### src/sv/fdsrc_pkg.sv
// Shared constants, types and codes for the drop-oldest sample rate converter.
`timescale 1ns / 1ps

package fdsrc_pkg;

  localparam int QUEUE_DEPTH     = 16384;
  localparam int PHASE_FRAC_BITS = 16;

  localparam int ADDR_W   = $clog2(QUEUE_DEPTH);
  localparam int OCC_W    = ADDR_W + 1;
  localparam int STEP_W   = 19;
  localparam int SAMPLE_W = 17;
  localparam int BYTE_W   = 8;
  localparam int SUM_W    = ((PHASE_FRAC_BITS > STEP_W) ? PHASE_FRAC_BITS : STEP_W) + 1;
  localparam int CONS_W   = SUM_W - PHASE_FRAC_BITS;

  localparam int HALF_DEPTH = QUEUE_DEPTH / 2;

  localparam logic [STEP_W-1:0] STEP_RESET = STEP_W'(94124);
  localparam logic [BYTE_W-1:0] SILENCE    = 8'h80;

  // Q15 unity, its negative, and 128*unity + half LSB for the byte rounding.
  localparam logic signed [SAMPLE_W-1:0] ONE_Q15     = SAMPLE_W'(32768);
  localparam logic signed [SAMPLE_W-1:0] NEG_ONE_Q15 = -SAMPLE_W'(32768);
  localparam logic signed [24:0]         BYTE_BIAS   = 25'sd4210688;
  localparam logic signed [24:0]         BYTE_GAIN   = 25'sd127;

  typedef enum logic [1:0] {
    OP_PUSH  = 2'd0,
    OP_PULL  = 2'd1,
    OP_FLUSH = 2'd2
  } op_e;

  typedef struct packed {
    logic                       we;
    logic [ADDR_W-1:0]          waddr;
    logic signed [SAMPLE_W-1:0] wdata;
    logic                       re;
    logic [ADDR_W-1:0]          raddr;
  } mem_req_t;

  typedef struct packed {
    logic             data_pull;
    logic             underrun;
    logic             overflow;
    logic [OCC_W-1:0] fill;
  } item_meta_t;

endpackage

### src/sv/fdsrc_ctrl.sv
// Queue pointer, occupancy and phase control; issues store accesses per beat.
`timescale 1ns / 1ps

module fdsrc_ctrl import fdsrc_pkg::*; (
  input  logic                       clk,
  input  logic                       rst_n,
  input  logic                       accept,
  input  logic [1:0]                 operation,
  input  logic signed [SAMPLE_W-1:0] sample,
  input  logic                       cfg_we,
  input  logic [STEP_W-1:0]          cfg_wdata,
  output mem_req_t                   mem_req,
  output item_meta_t                 meta
);

  logic [ADDR_W-1:0]          head_r, head_nxt;
  logic [OCC_W-1:0]           occ_r, occ_nxt;
  logic [PHASE_FRAC_BITS-1:0] phase_r, phase_nxt;
  logic [STEP_W-1:0]          step_r;

  logic [SUM_W-1:0]  phase_sum;
  logic [CONS_W-1:0] consumed;
  logic              full;
  logic              empty;

  assign full      = (occ_r == OCC_W'(QUEUE_DEPTH));
  assign empty     = (occ_r == '0);
  assign phase_sum = SUM_W'(phase_r) + SUM_W'(step_r);
  assign consumed  = phase_sum[SUM_W-1:PHASE_FRAC_BITS];

  always_comb begin
    head_nxt      = head_r;
    occ_nxt       = occ_r;
    phase_nxt     = phase_r;
    mem_req.we    = 1'b0;
    mem_req.waddr = head_r + occ_r[ADDR_W-1:0];
    mem_req.wdata = sample;
    mem_req.re    = 1'b0;
    mem_req.raddr = head_r;
    meta.data_pull = 1'b0;
    meta.underrun  = 1'b0;
    meta.overflow  = 1'b0;
    case (operation)
      OP_PUSH: begin
        mem_req.we = accept;
        if (full) begin
          // drop oldest so the newest half remain
          head_nxt      = head_r + ADDR_W'(HALF_DEPTH + 1);
          occ_nxt       = OCC_W'(HALF_DEPTH);
          phase_nxt     = '0;
          meta.overflow = 1'b1;
        end else begin
          occ_nxt = occ_r + 1'b1;
        end
      end
      OP_PULL: begin
        if (empty) begin
          meta.underrun = 1'b1;
        end else begin
          mem_req.re     = accept;
          meta.data_pull = 1'b1;
          if (OCC_W'(consumed) >= occ_r) begin
            head_nxt  = '0;
            occ_nxt   = '0;
            phase_nxt = '0;
          end else begin
            head_nxt  = head_r + ADDR_W'(consumed);
            occ_nxt   = occ_r - OCC_W'(consumed);
            phase_nxt = phase_sum[PHASE_FRAC_BITS-1:0];
          end
        end
      end
      OP_FLUSH: begin
        head_nxt  = '0;
        occ_nxt   = '0;
        phase_nxt = '0;
      end
      default: begin
      end
    endcase
    meta.fill = occ_nxt;
  end

  always_ff @(posedge clk) begin
    if (!rst_n) begin
      head_r  <= '0;
      occ_r   <= '0;
      phase_r <= '0;
      step_r  <= STEP_RESET;
    end else begin
      if (accept) begin
        head_r  <= head_nxt;
        occ_r   <= occ_nxt;
        phase_r <= phase_nxt;
      end
      if (cfg_we) begin
        step_r <= cfg_wdata;
      end
    end
  end

endmodule

### config.mk
export PLATFORM = sky130hd
export DESIGN_NAME = fdsrc_ctrl
export DESIGN_NICKNAME = d
export VERILOG_FILES = /design/src/sv/fdsrc_pkg.sv /design/src/sv/fdsrc_ctrl.sv
export SDC_FILE = /design/constraint.sdc
export NUM_CORES = 1
export LEC_CHECK = 0
export BUFFER_PORTS_ARGS = -buffer_cell sky130_fd_sc_hd__buf_2
export CAP_MARGIN = 15
export CORE_UTILIZATION = 43
export DETAILED_ROUTE_END_ITERATION = 7
export GPL_TIMING_DRIVEN = 0
export PLACE_DENSITY_LB_ADDON = 0.12
export SLEW_MARGIN = 15
export SYNTH_ARGS = -nofsm -noshare
export SYNTH_HDL_FRONTEND = slang
export SYNTH_SLANG_ARGS = --single-unit
### constraint.sdc
create_clock -name clk -period 9.9 [get_ports clk]
set_input_delay 0.99 -clock clk [delete_from_list [all_inputs] [get_ports clk]]
set_output_delay 0.99 -clock clk [all_outputs]
set_load 0.05 [all_outputs]
==> reports/results.tsv <==
metric	value	unit
antenna_found_initial	0	
netlist_top_cells_area	dfxtp_1 (22%), ha_1 (9.5%), nor2_1 (4.4%)	
synth_area_leader_cell	dfxtp_1	
crit_path_start_kind	flip-flop	
via_per_inst	6.002	
start_util	44.97	%
dr_total_vias	6116	
synth_xor_area_share	4.556	%
grt_pass1_wl	29.29	mm
period_share	69.15	%
dieArea	13880	um2
syn_to_final_growth	16.68	%
reg2reg_slack	4610	ps
rsz0062_at_grt	no	
final_cell_mix	buf_2 (94), nor2_1 (68), dfxtp_1 (64)	
chipWidth	117.8	um
routedWlPerCell	18.30	um
ys_warn_count	0	
final_common_cell	buf_2	
synth_cells	744	
synth-simple-area-share	23.41	%
worstMarginPinSlew	1080	ps
post-route-min-period	6846	ps
insertion_delay	350	ps
p_per_area	138.8	nW/um2
cts_tree	done	
hold_depth	2	
drtPass1Iterations	5	
utilization	52.47	%
hold_violations	0	
fin_tns_setup	0	ps
ys_async_sr_fraction	0	%
synth.area.mux_share	3.298	%
critPathRequiredTime	8910	ps
syn_area_per_cell	7.751	um2
timing.rr.start	phase_r[0]$_SDFFE_PN0P_	
ios	107	
slew_violations	0	
synthAdderAreaFrac	10.94	%
numCtsBuffers	9	
die_h	117.8	um
path_clk_slew	60	ps
grt_pass1_vias	5680	
crit_type	reg2out	
ys_seq_elements	64	
grt_usage	26.64	%
ant_nets	0	
synth_compound_area_share	28.01	%
maxCapViolations	0	
timing.fmax	146.1	MHz
wl	18.65	mm
cp.arrival	5860	ps
synth_cell_types	81	
nFillCells	1279	
startpoint	phase_r[0]$_SDFFE_PN0P_	
synthFlopType	dfxtp_1	
clkSinkCount	64	
finalClockSkew	3.954	ps
route.detailed.drc	0	
end_kind	output pin	
htree_levels	3	
grt_max_degree	14	
syn_nets	834	
cpLargestDelayFamily	compound AO/OA/AOI/OAI gates	
crit_cells	18	
cts.path.max_buffers	2	
syn-cell-area	5767	um2
r2r_cells	17	
synth_top_family_by_area	compound AO/OA/AOI/OAI gates	
status	finished, final reports clean	
cts_hold_buf	0	
drive_gt1_share	17.59	%
num_antenna_cells	0	
path_cells	ha_1 > inv_1 > fa_1 > nand2b_1 > a21oi_1 > o211ai_1 > a21oi_1 > o21ai_0 > o21ai_0 > xnor2_1 > ha_1 > o21a_1 > o21ai_0 > a21boi_1 > o21ai_1 > o41ai_1 > o211a_1 > buf_2	
min-delay-path-class	reg2reg	
path_buf_inv	2	
io_buffers	87	
grt.overflow.total	0	
drtIter0Drc	465	
nets	932	
gpl.final_weighted_congestion	0.9144	
cts_setup_buffers	0	
hpwl	14.06	mm
worstPathMaxFanout	10	
ys_seq_area_share	22.22	%
clock-root-buffer	clkbuf_16	
crit_top_cell	o21ai_0	
coreArea	12820	um2
hp-start	phase_r[13]$_SDFFE_PN0P_	
crit_slowest_cell	a21boi_1	
synth_edf_count	0	
synth_top_area_share	22.22	%
p_leak	2.936	nW
cts_resized	0	
setup_violations	0	
relSlewSlack	28.03	%
rows	41	
slowest_delay	700	ps
vdd_drop_max	0.08740	mV
sequential cells by signal (all words and copies together), names as in the netlist:
| name | count |
|---|---|
| step_r | 19 |
| phase_r | 16 |
| occ_r | 15 |
| head_r | 14 |
path summary, 6_finish.rpt:
path                              endpoint
hold / removal    phase_r[13]$_SDFFE_PN0P_
hold reg to reg   phase_r[13]$_SDFFE_PN0P_
setup reg to reg     occ_r[7]$_SDFFE_PN0P_
setup / recovery                   meta[7]
per-stage QoR:
stage                     hold WS (ps)  cell area, um2  instances  setup slack, ps  total power, mW
after floorplan                  436.2            5767        744             4025           0.5207
after global placement           449.7            6417       1003             3699           0.5963
after detailed placement         457.5            6417       1003             3624           0.5997
after CTS                        466.9            6723       1019             3177           0.9334
after global routing             489.2            6729       1019             2675           0.9756
final                            462.7            6729       1019             3055           0.9342
synthesized netlist by cell type (all sizes together), types with 11 or more instances:
cell,instances
nand2b,12
dfxtp,64
and2,11
ha,44
a21o,11
nor3,19
nand3,30
clkbuf,28
o21ai,40
mux2i,19
buf,29
a211oi,13
inv,34
xnor2,20
a21oi,33
nor2,69
a31oi,16
nand2,59
cell families after synthesis:
kind of cell / count (synthesis)
fa+ha+maj: 48
mux: 19
compound gates: 225
xor+xnor: 30
flops: 64
buf+inv: 93
simple gates: 265
report_power, final:
part           internal, mW  switching (mW)  total, mW
registers             0.269          0.0129      0.281
logic                0.0993           0.220      0.319
clock network         0.198           0.136      0.334
area by class of cell:
class | count | area (um2) | share of cell area (%)
sequential | 64 | 1281 | 19.04
clock inverter | 7 | 80.08 | 1.190
multi-input combinational | 587 | 4055 | 60.26
inverter | 36 | 135.1 | 2.008
timing repair buffer | 87 | 435.4 | 6.471
buffer | 57 | 301.5 | 4.481
tap | 172 | 215.2 | 3.198
clock buffer | 9 | 225.2 | 3.347
layer usage:
| metal | routed length, um | GRT usage, % | vias up | part of all wire (%) |
|---|---|---|---|---|
| met4 | 779 | 15.38 | 0 | 4.2 |
| li1 | - | - | 2957 | - |
| met2 | 8448 | 42.79 | 255 | 45 |
| met3 | 1450 | 4.748 | 46 | 7.8 |
| met5 | 0 | 0 | - | 0 |
| met1 | 7967 | 33.36 | 2858 | 43 |
worst min-delay path, stage by stage (launching register included):
cell	delay, ps
dfxtp_1	310
nand2_1	50
a21oi_1	50
Note: power is estimated with default switching activity, not from simulation.
