### src/sv/fdsrc_pkg.sv
// Shared constants, types and codes for the drop-oldest sample rate converter.
`timescale 1ns / 1ps

package fdsrc_pkg;

  localparam int QUEUE_DEPTH     = 16384;
  localparam int PHASE_FRAC_BITS = 16;

  localparam int ADDR_W   = $clog2(QUEUE_DEPTH);
  localparam int OCC_W    = ADDR_W + 1;
  localparam int STEP_W   = 19;
  localparam int SAMPLE_W = 17;
  localparam int BYTE_W   = 8;
  localparam int SUM_W    = ((PHASE_FRAC_BITS > STEP_W) ? PHASE_FRAC_BITS : STEP_W) + 1;
  localparam int CONS_W   = SUM_W - PHASE_FRAC_BITS;

  localparam int HALF_DEPTH = QUEUE_DEPTH / 2;

  localparam logic [STEP_W-1:0] STEP_RESET = STEP_W'(94124);
  localparam logic [BYTE_W-1:0] SILENCE    = 8'h80;

  // Q15 unity, its negative, and 128*unity + half LSB for the byte rounding.
  localparam logic signed [SAMPLE_W-1:0] ONE_Q15     = SAMPLE_W'(32768);
  localparam logic signed [SAMPLE_W-1:0] NEG_ONE_Q15 = -SAMPLE_W'(32768);
  localparam logic signed [24:0]         BYTE_BIAS   = 25'sd4210688;
  localparam logic signed [24:0]         BYTE_GAIN   = 25'sd127;

  typedef enum logic [1:0] {
    OP_PUSH  = 2'd0,
    OP_PULL  = 2'd1,
    OP_FLUSH = 2'd2
  } op_e;

  typedef struct packed {
    logic                       we;
    logic [ADDR_W-1:0]          waddr;
    logic signed [SAMPLE_W-1:0] wdata;
    logic                       re;
    logic [ADDR_W-1:0]          raddr;
  } mem_req_t;

  typedef struct packed {
    logic             data_pull;
    logic             underrun;
    logic             overflow;
    logic [OCC_W-1:0] fill;
  } item_meta_t;

endpackage

### src/sv/fdsrc_if.sv


interface fdsrc_out_if import fdsrc_pkg::*; ();
  logic              valid;
  logic              ready;
  logic [BYTE_W-1:0] out_byte;
  logic              underrun;
  logic              overflow_dropped;
  logic [OCC_W-1:0]  fill_level;

  modport source (output valid, output out_byte, output underrun,
                  output overflow_dropped, output fill_level, input ready);
  modport sink   (input valid, input out_byte, input underrun,
                  input overflow_dropped, input fill_level, output ready);
endinterface

### src/sv/fdsrc_out.sv
// Read-data stage, clamp and byte conversion, and the result register.
`timescale 1ns / 1ps

module fdsrc_out import fdsrc_pkg::*; (
  input  logic                       clk,
  input  logic                       rst_n,
  input  logic                       accept,
  input  item_meta_t                 meta,
  input  logic signed [SAMPLE_W-1:0] rd_data,
  output logic                       take_ready,
  fdsrc_out_if.source                out_if
);

  logic       s1_v_r;
  item_meta_t s1_meta_r;
  logic       o_v_r;
  logic [BYTE_W-1:0] o_byte_r;
  logic              o_under_r;
  logic              o_over_r;
  logic [OCC_W-1:0]  o_fill_r;

  logic                       o_free;
  logic                       s1_adv;
  logic signed [SAMPLE_W-1:0] v_cl;
  logic signed [24:0]         num;
  logic [BYTE_W-1:0]          byte_nxt;

  assign o_free     = !o_v_r || out_if.ready;
  assign s1_adv     = s1_v_r && o_free;
  assign take_ready = !s1_v_r || o_free;

  always_comb begin
    if (rd_data > ONE_Q15) begin
      v_cl = ONE_Q15;
    end else if (rd_data < NEG_ONE_Q15) begin
      v_cl = NEG_ONE_Q15;
    end else begin
      v_cl = rd_data;
    end
    num      = BYTE_BIAS + 25'(v_cl) * BYTE_GAIN;
    byte_nxt = s1_meta_r.data_pull ? num[22:15] : SILENCE;
  end

  always_ff @(posedge clk) begin
    if (!rst_n) begin
      s1_v_r <= 1'b0;
      o_v_r  <= 1'b0;
    end else begin
      if (take_ready) begin
        s1_v_r <= accept;
      end
      if (o_free) begin
        o_v_r <= s1_v_r;
      end
    end
  end

  always_ff @(posedge clk) begin
    if (accept) begin
      s1_meta_r <= meta;
    end
    if (s1_adv) begin
      o_byte_r  <= byte_nxt;
      o_under_r <= s1_meta_r.underrun;
      o_over_r  <= s1_meta_r.overflow;
      o_fill_r  <= s1_meta_r.fill;
    end
  end

  assign out_if.valid            = o_v_r;
  assign out_if.out_byte         = o_byte_r;
  assign out_if.underrun         = o_under_r;
  assign out_if.overflow_dropped = o_over_r;
  assign out_if.fill_level       = o_fill_r;

endmodule

### src/flat_wrapper.sv
// flat-port wrapper written by rule: the top's interface ports become plain ports
module fdsrc_out_flat import fdsrc_pkg::*;
  (clk, rst_n, accept, meta, rd_data, take_ready, out_if_valid, out_if_out_byte, out_if_underrun, out_if_overflow_dropped, out_if_fill_level, out_if_ready);
  fdsrc_out_if out_if_i ();
  input  logic clk;
  input  logic rst_n;
  input  logic accept;
  input  item_meta_t meta;
  input  logic signed [SAMPLE_W-1:0] rd_data;
  output logic take_ready;
  output wire logic [$bits(out_if_i.valid)-1:0] out_if_valid;
  output wire logic [$bits(out_if_i.out_byte)-1:0] out_if_out_byte;
  output wire logic [$bits(out_if_i.underrun)-1:0] out_if_underrun;
  output wire logic [$bits(out_if_i.overflow_dropped)-1:0] out_if_overflow_dropped;
  output wire logic [$bits(out_if_i.fill_level)-1:0] out_if_fill_level;
  input wire logic [$bits(out_if_i.ready)-1:0] out_if_ready;
  assign out_if_valid = out_if_i.valid;
  assign out_if_out_byte = out_if_i.out_byte;
  assign out_if_underrun = out_if_i.underrun;
  assign out_if_overflow_dropped = out_if_i.overflow_dropped;
  assign out_if_fill_level = out_if_i.fill_level;
  assign out_if_i.ready = out_if_ready;
  fdsrc_out u_core (.clk(clk), .rst_n(rst_n), .accept(accept), .meta(meta), .rd_data(rd_data), .take_ready(take_ready), .out_if(out_if_i));
endmodule
### config.mk
export PLATFORM = sky130hd
export DESIGN_NAME = fdsrc_out_flat
export DESIGN_NICKNAME = d
export VERILOG_FILES = /design/src/sv/fdsrc_pkg.sv /design/src/sv/fdsrc_if.sv /design/src/sv/fdsrc_out.sv /design/src/flat_wrapper.sv
export SDC_FILE = /design/constraint.sdc
export NUM_CORES = 1
export LEC_CHECK = 0
export BUFFER_PORTS_ARGS = -buffer_cell sky130_fd_sc_hd__buf_2
export CORE_ASPECT_RATIO = 1.5
export CORE_MARGIN = 2
export CORE_UTILIZATION = 50
export DETAILED_ROUTE_END_ITERATION = 8
export PLACE_DENSITY = 0.83
export REMOVE_ABC_BUFFERS = 1
export SETUP_SLACK_MARGIN = 0.3
export SYNTH_ARGS = -nofsm -noshare
export SYNTH_HDL_FRONTEND = slang
export SYNTH_SLANG_ARGS = --single-unit
### constraint.sdc
create_clock -name clk -period 6.5 [get_ports clk]
set_input_delay 0 -clock clk [delete_from_list [all_inputs] [get_ports clk]]
set_output_delay 0 -clock clk [all_outputs]
set_load 0.05 [all_outputs]
==> results.ini <==
[power_and_ir_drop]
p_leak_uw=0.00286
p_sw_frac=0.500
ir_worst_vdd_mv=0.220
power.share.clock=0.102
power_density_nw_per_um2=428
power.internal_uw=1220
p_comb_frac=0.740
power_switching_uw=1220
seq_power_share=0.158

[timing]
setup_tns_ps=0
skew_ps=4.33
period_minus_slack_ps=5430
max_slew_margin=0.212
hold_viol_final=0
setup_viol=0
post-route-period-util=0.836
rsz0062_at_grt=no
setup_slack_ps=1070
slew_viol_final=0
tightest_slew_ps=1180
max_freq_mhz=184

[layout]
syn_to_final_growth_pct=16.1
nNetsFinal=705
mostFrequentLayoutCell=inv_1
nFillCells=800
antennaDiodeCount=0
final_cell_mix=inv_1 (111), buf_2 (65), ha_1 (62)
fin_area_um2=5690
drive_gt1_frac=0.155

[floorplan]
rows=44
die_y_um=125
pin_count=66
start_util=0.509
fp.dieW_um=84.9
dieArea_um2=10600
core-area_um2=9630

[clocking]
clockBufferDepth=2
tritoncts=yes
ctsRootBufferMaster=clkbuf_16
worstSkewPairLatency_ps=280
clk_pin_slew_worst_paths_ps=60
htreeDepth=2
cts.repair.resized=0
cts_setup_buffers=0
postCtsHoldBufs=19
cts_num_sinks=45
numCtsBuffers=5

[grt]
grt_pass1_wl_mm=19.1
grtUsageTotal=0.227
antenna_found_initial=0
grt_max_degree=26
grt_pass1_vias=4035
grt_overflow=0

[yosys]
synth_area_leaders=edfxtp_1 (26%), fa_1 (23%), ha_1 (16%)
synth_cell_types=51
synth_area_um2=4900
synthArstFlopShare=0
ys_seq_area_frac=0.271
synth_edf_count=43
yosys_warnings=0
ys_ff_latch=45
synth.avg_cell_area_um2=10.6
synth_top_area_cell=edfxtp_1
syn_inst=462
synth.top_cell.area_share=0.263
synthFlopType=edfxtp_1

[worst_setup_path]
endpoint_kind=flop
cp_cell_sequence=buf_2 -> nor4_1 -> nand4_1 -> a21boi_1 -> buf_4 -> and2_1 -> ha_1 -> xor2_1 -> ha_1 -> a31o_2 -> fa_1 -> inv_1 -> fa_1 -> inv_1 -> ha_1 -> a21oi_1 -> and2_1 -> a211oi_1 -> or4_1 -> and3_1 -> mux2i_1
reg2reg_from=u_core.out_if.valid
critical_path_class=input port to flop
cp_top_family=adder cells
worst-path-max-fanout=13
path_common_cell=ha_1
max_stage_delay_ps=530
cp-start-kind=input port
worst-path-buf-inv=4
arrival_ps=5460
critPathRequiredTime_ps=6530
cp_slowest_cell=fa_1
worstSetupStartpoint=rd_data[5]

[placement]
dp_hpwl_mm=9.36
placed_cell_area_um2=5350
io_buffers=65
post-place-ws_ps=837
place_congestion=0.948

[route]
ant_nets=0
drc_errors=0
drt_pre_antenna_iters=5
wl_per_cell_um=16.8
wirelength_mm=11.1
routed_via_density=5.48
dr_total_vias=3632
drtIter0Drc=217

[min_path]
min_from=out_if_ready
hp-class=input port to flop

[run_status]
status=finished, final reports clean

[job]
max_cap_violations=0

metal layers:
layer	vias to the layer above	global-route usage	wire length [um]
li1	1717	-	-
met1	1788	0.246	3890
met2	96	0.446	6530
met3	31	0.0257	378
met4	0	0.0719	344
met5	-	0	0
final cells by class:
class / instances / area [um2] / share of cell area
multi-input cells: 299 / 3130 / 0.550
flip-flops and latches: 45 / 1330 / 0.234
repair buffers: 85 / 523 / 0.0919
inverters: 111 / 417 / 0.0732
clock buffers: 8 / 146 / 0.0257
well taps: 115 / 144 / 0.0253
worst reg2reg max path, cell delays in order, from the launching register on:
cell and delay, ps:
dfxtp_1 300, nor2b_1 160, nor2b_2 920
flip-flops by register name, summed over array words and instances, names as in the netlist:
signal                          count
u_core.s1_meta_r                   18
u_core.out_if.overflow_dropped      1
u_core.out_if.out_byte              8
u_core.s1_v_r                       1
u_core.out_if.fill_level           15
u_core.out_if.underrun              1
u_core.out_if.valid                 1
worst paths after layout:
| path | endpoint | slack, ps | cells after the start |
|---|---|---|---|
| max reg2reg | u_core.out_if.out_byte[6] | 4730 | 2 |
| min | u_core.out_if.valid | 90 | 3 |
| max | u_core.out_if.out_byte[5] | 1070 | 21 |
| min reg2reg | u_core.out_if.fill_level[11] | 420 | 0 |
synthesized netlist by cell type, types with 6 or more instances:
library cell,n
nand3_1,6
edfxtp_1,43
a21o_1,14
nand4_1,7
and2_1,10
a21oi_1,18
nand2b_1,7
xnor2_1,6
ha_1,62
nand2_1,22
o21a_1,7
xor2_1,12
inv_1,111
fa_1,57
logic make-up (layout without fill, tap and decap cells):
group                      count (synthesis)  after routing  share of synthesized area
AOI/OAI and AO/OA                         70             70                      0.106
other                                      1              1                   0.000765
xor gates and xnor gates                  18             18                     0.0322
and+or+nand+nor                           90             90                      0.106
DFF                                       45             45                      0.271
adders and majority gates                119            119                      0.391
buffers and inverters                    118            204                     0.0908
muxes                                      1              1                    0.00204
metrics by stage:
step / util / total power [uW] / hold WS, ps / std cells
after CTS: 0.591 / 2430 / 83.8 / 663
after detailed placement: 0.556 / 2170 / 178 / 636
after floorplan: - / 1750 / 98.9 / 455
final: 0.591 / 2430 / 90.7 / 663
after global routing: 0.591 / 2700 / 86.3 / 663
after global placement: 0.556 / 2130 / 176 / 636
power groups by stage:
stage               sequential (uW)  combinational [uW]  clock (uW)
floorplan                       473                1280           0
global placement                388                1750           0
detailed placement              390                1780           0
CTS                             385                1800         250
global route                    387                2050         262
finish                          384                1800         247
Power figures use the tool's default switching activity.
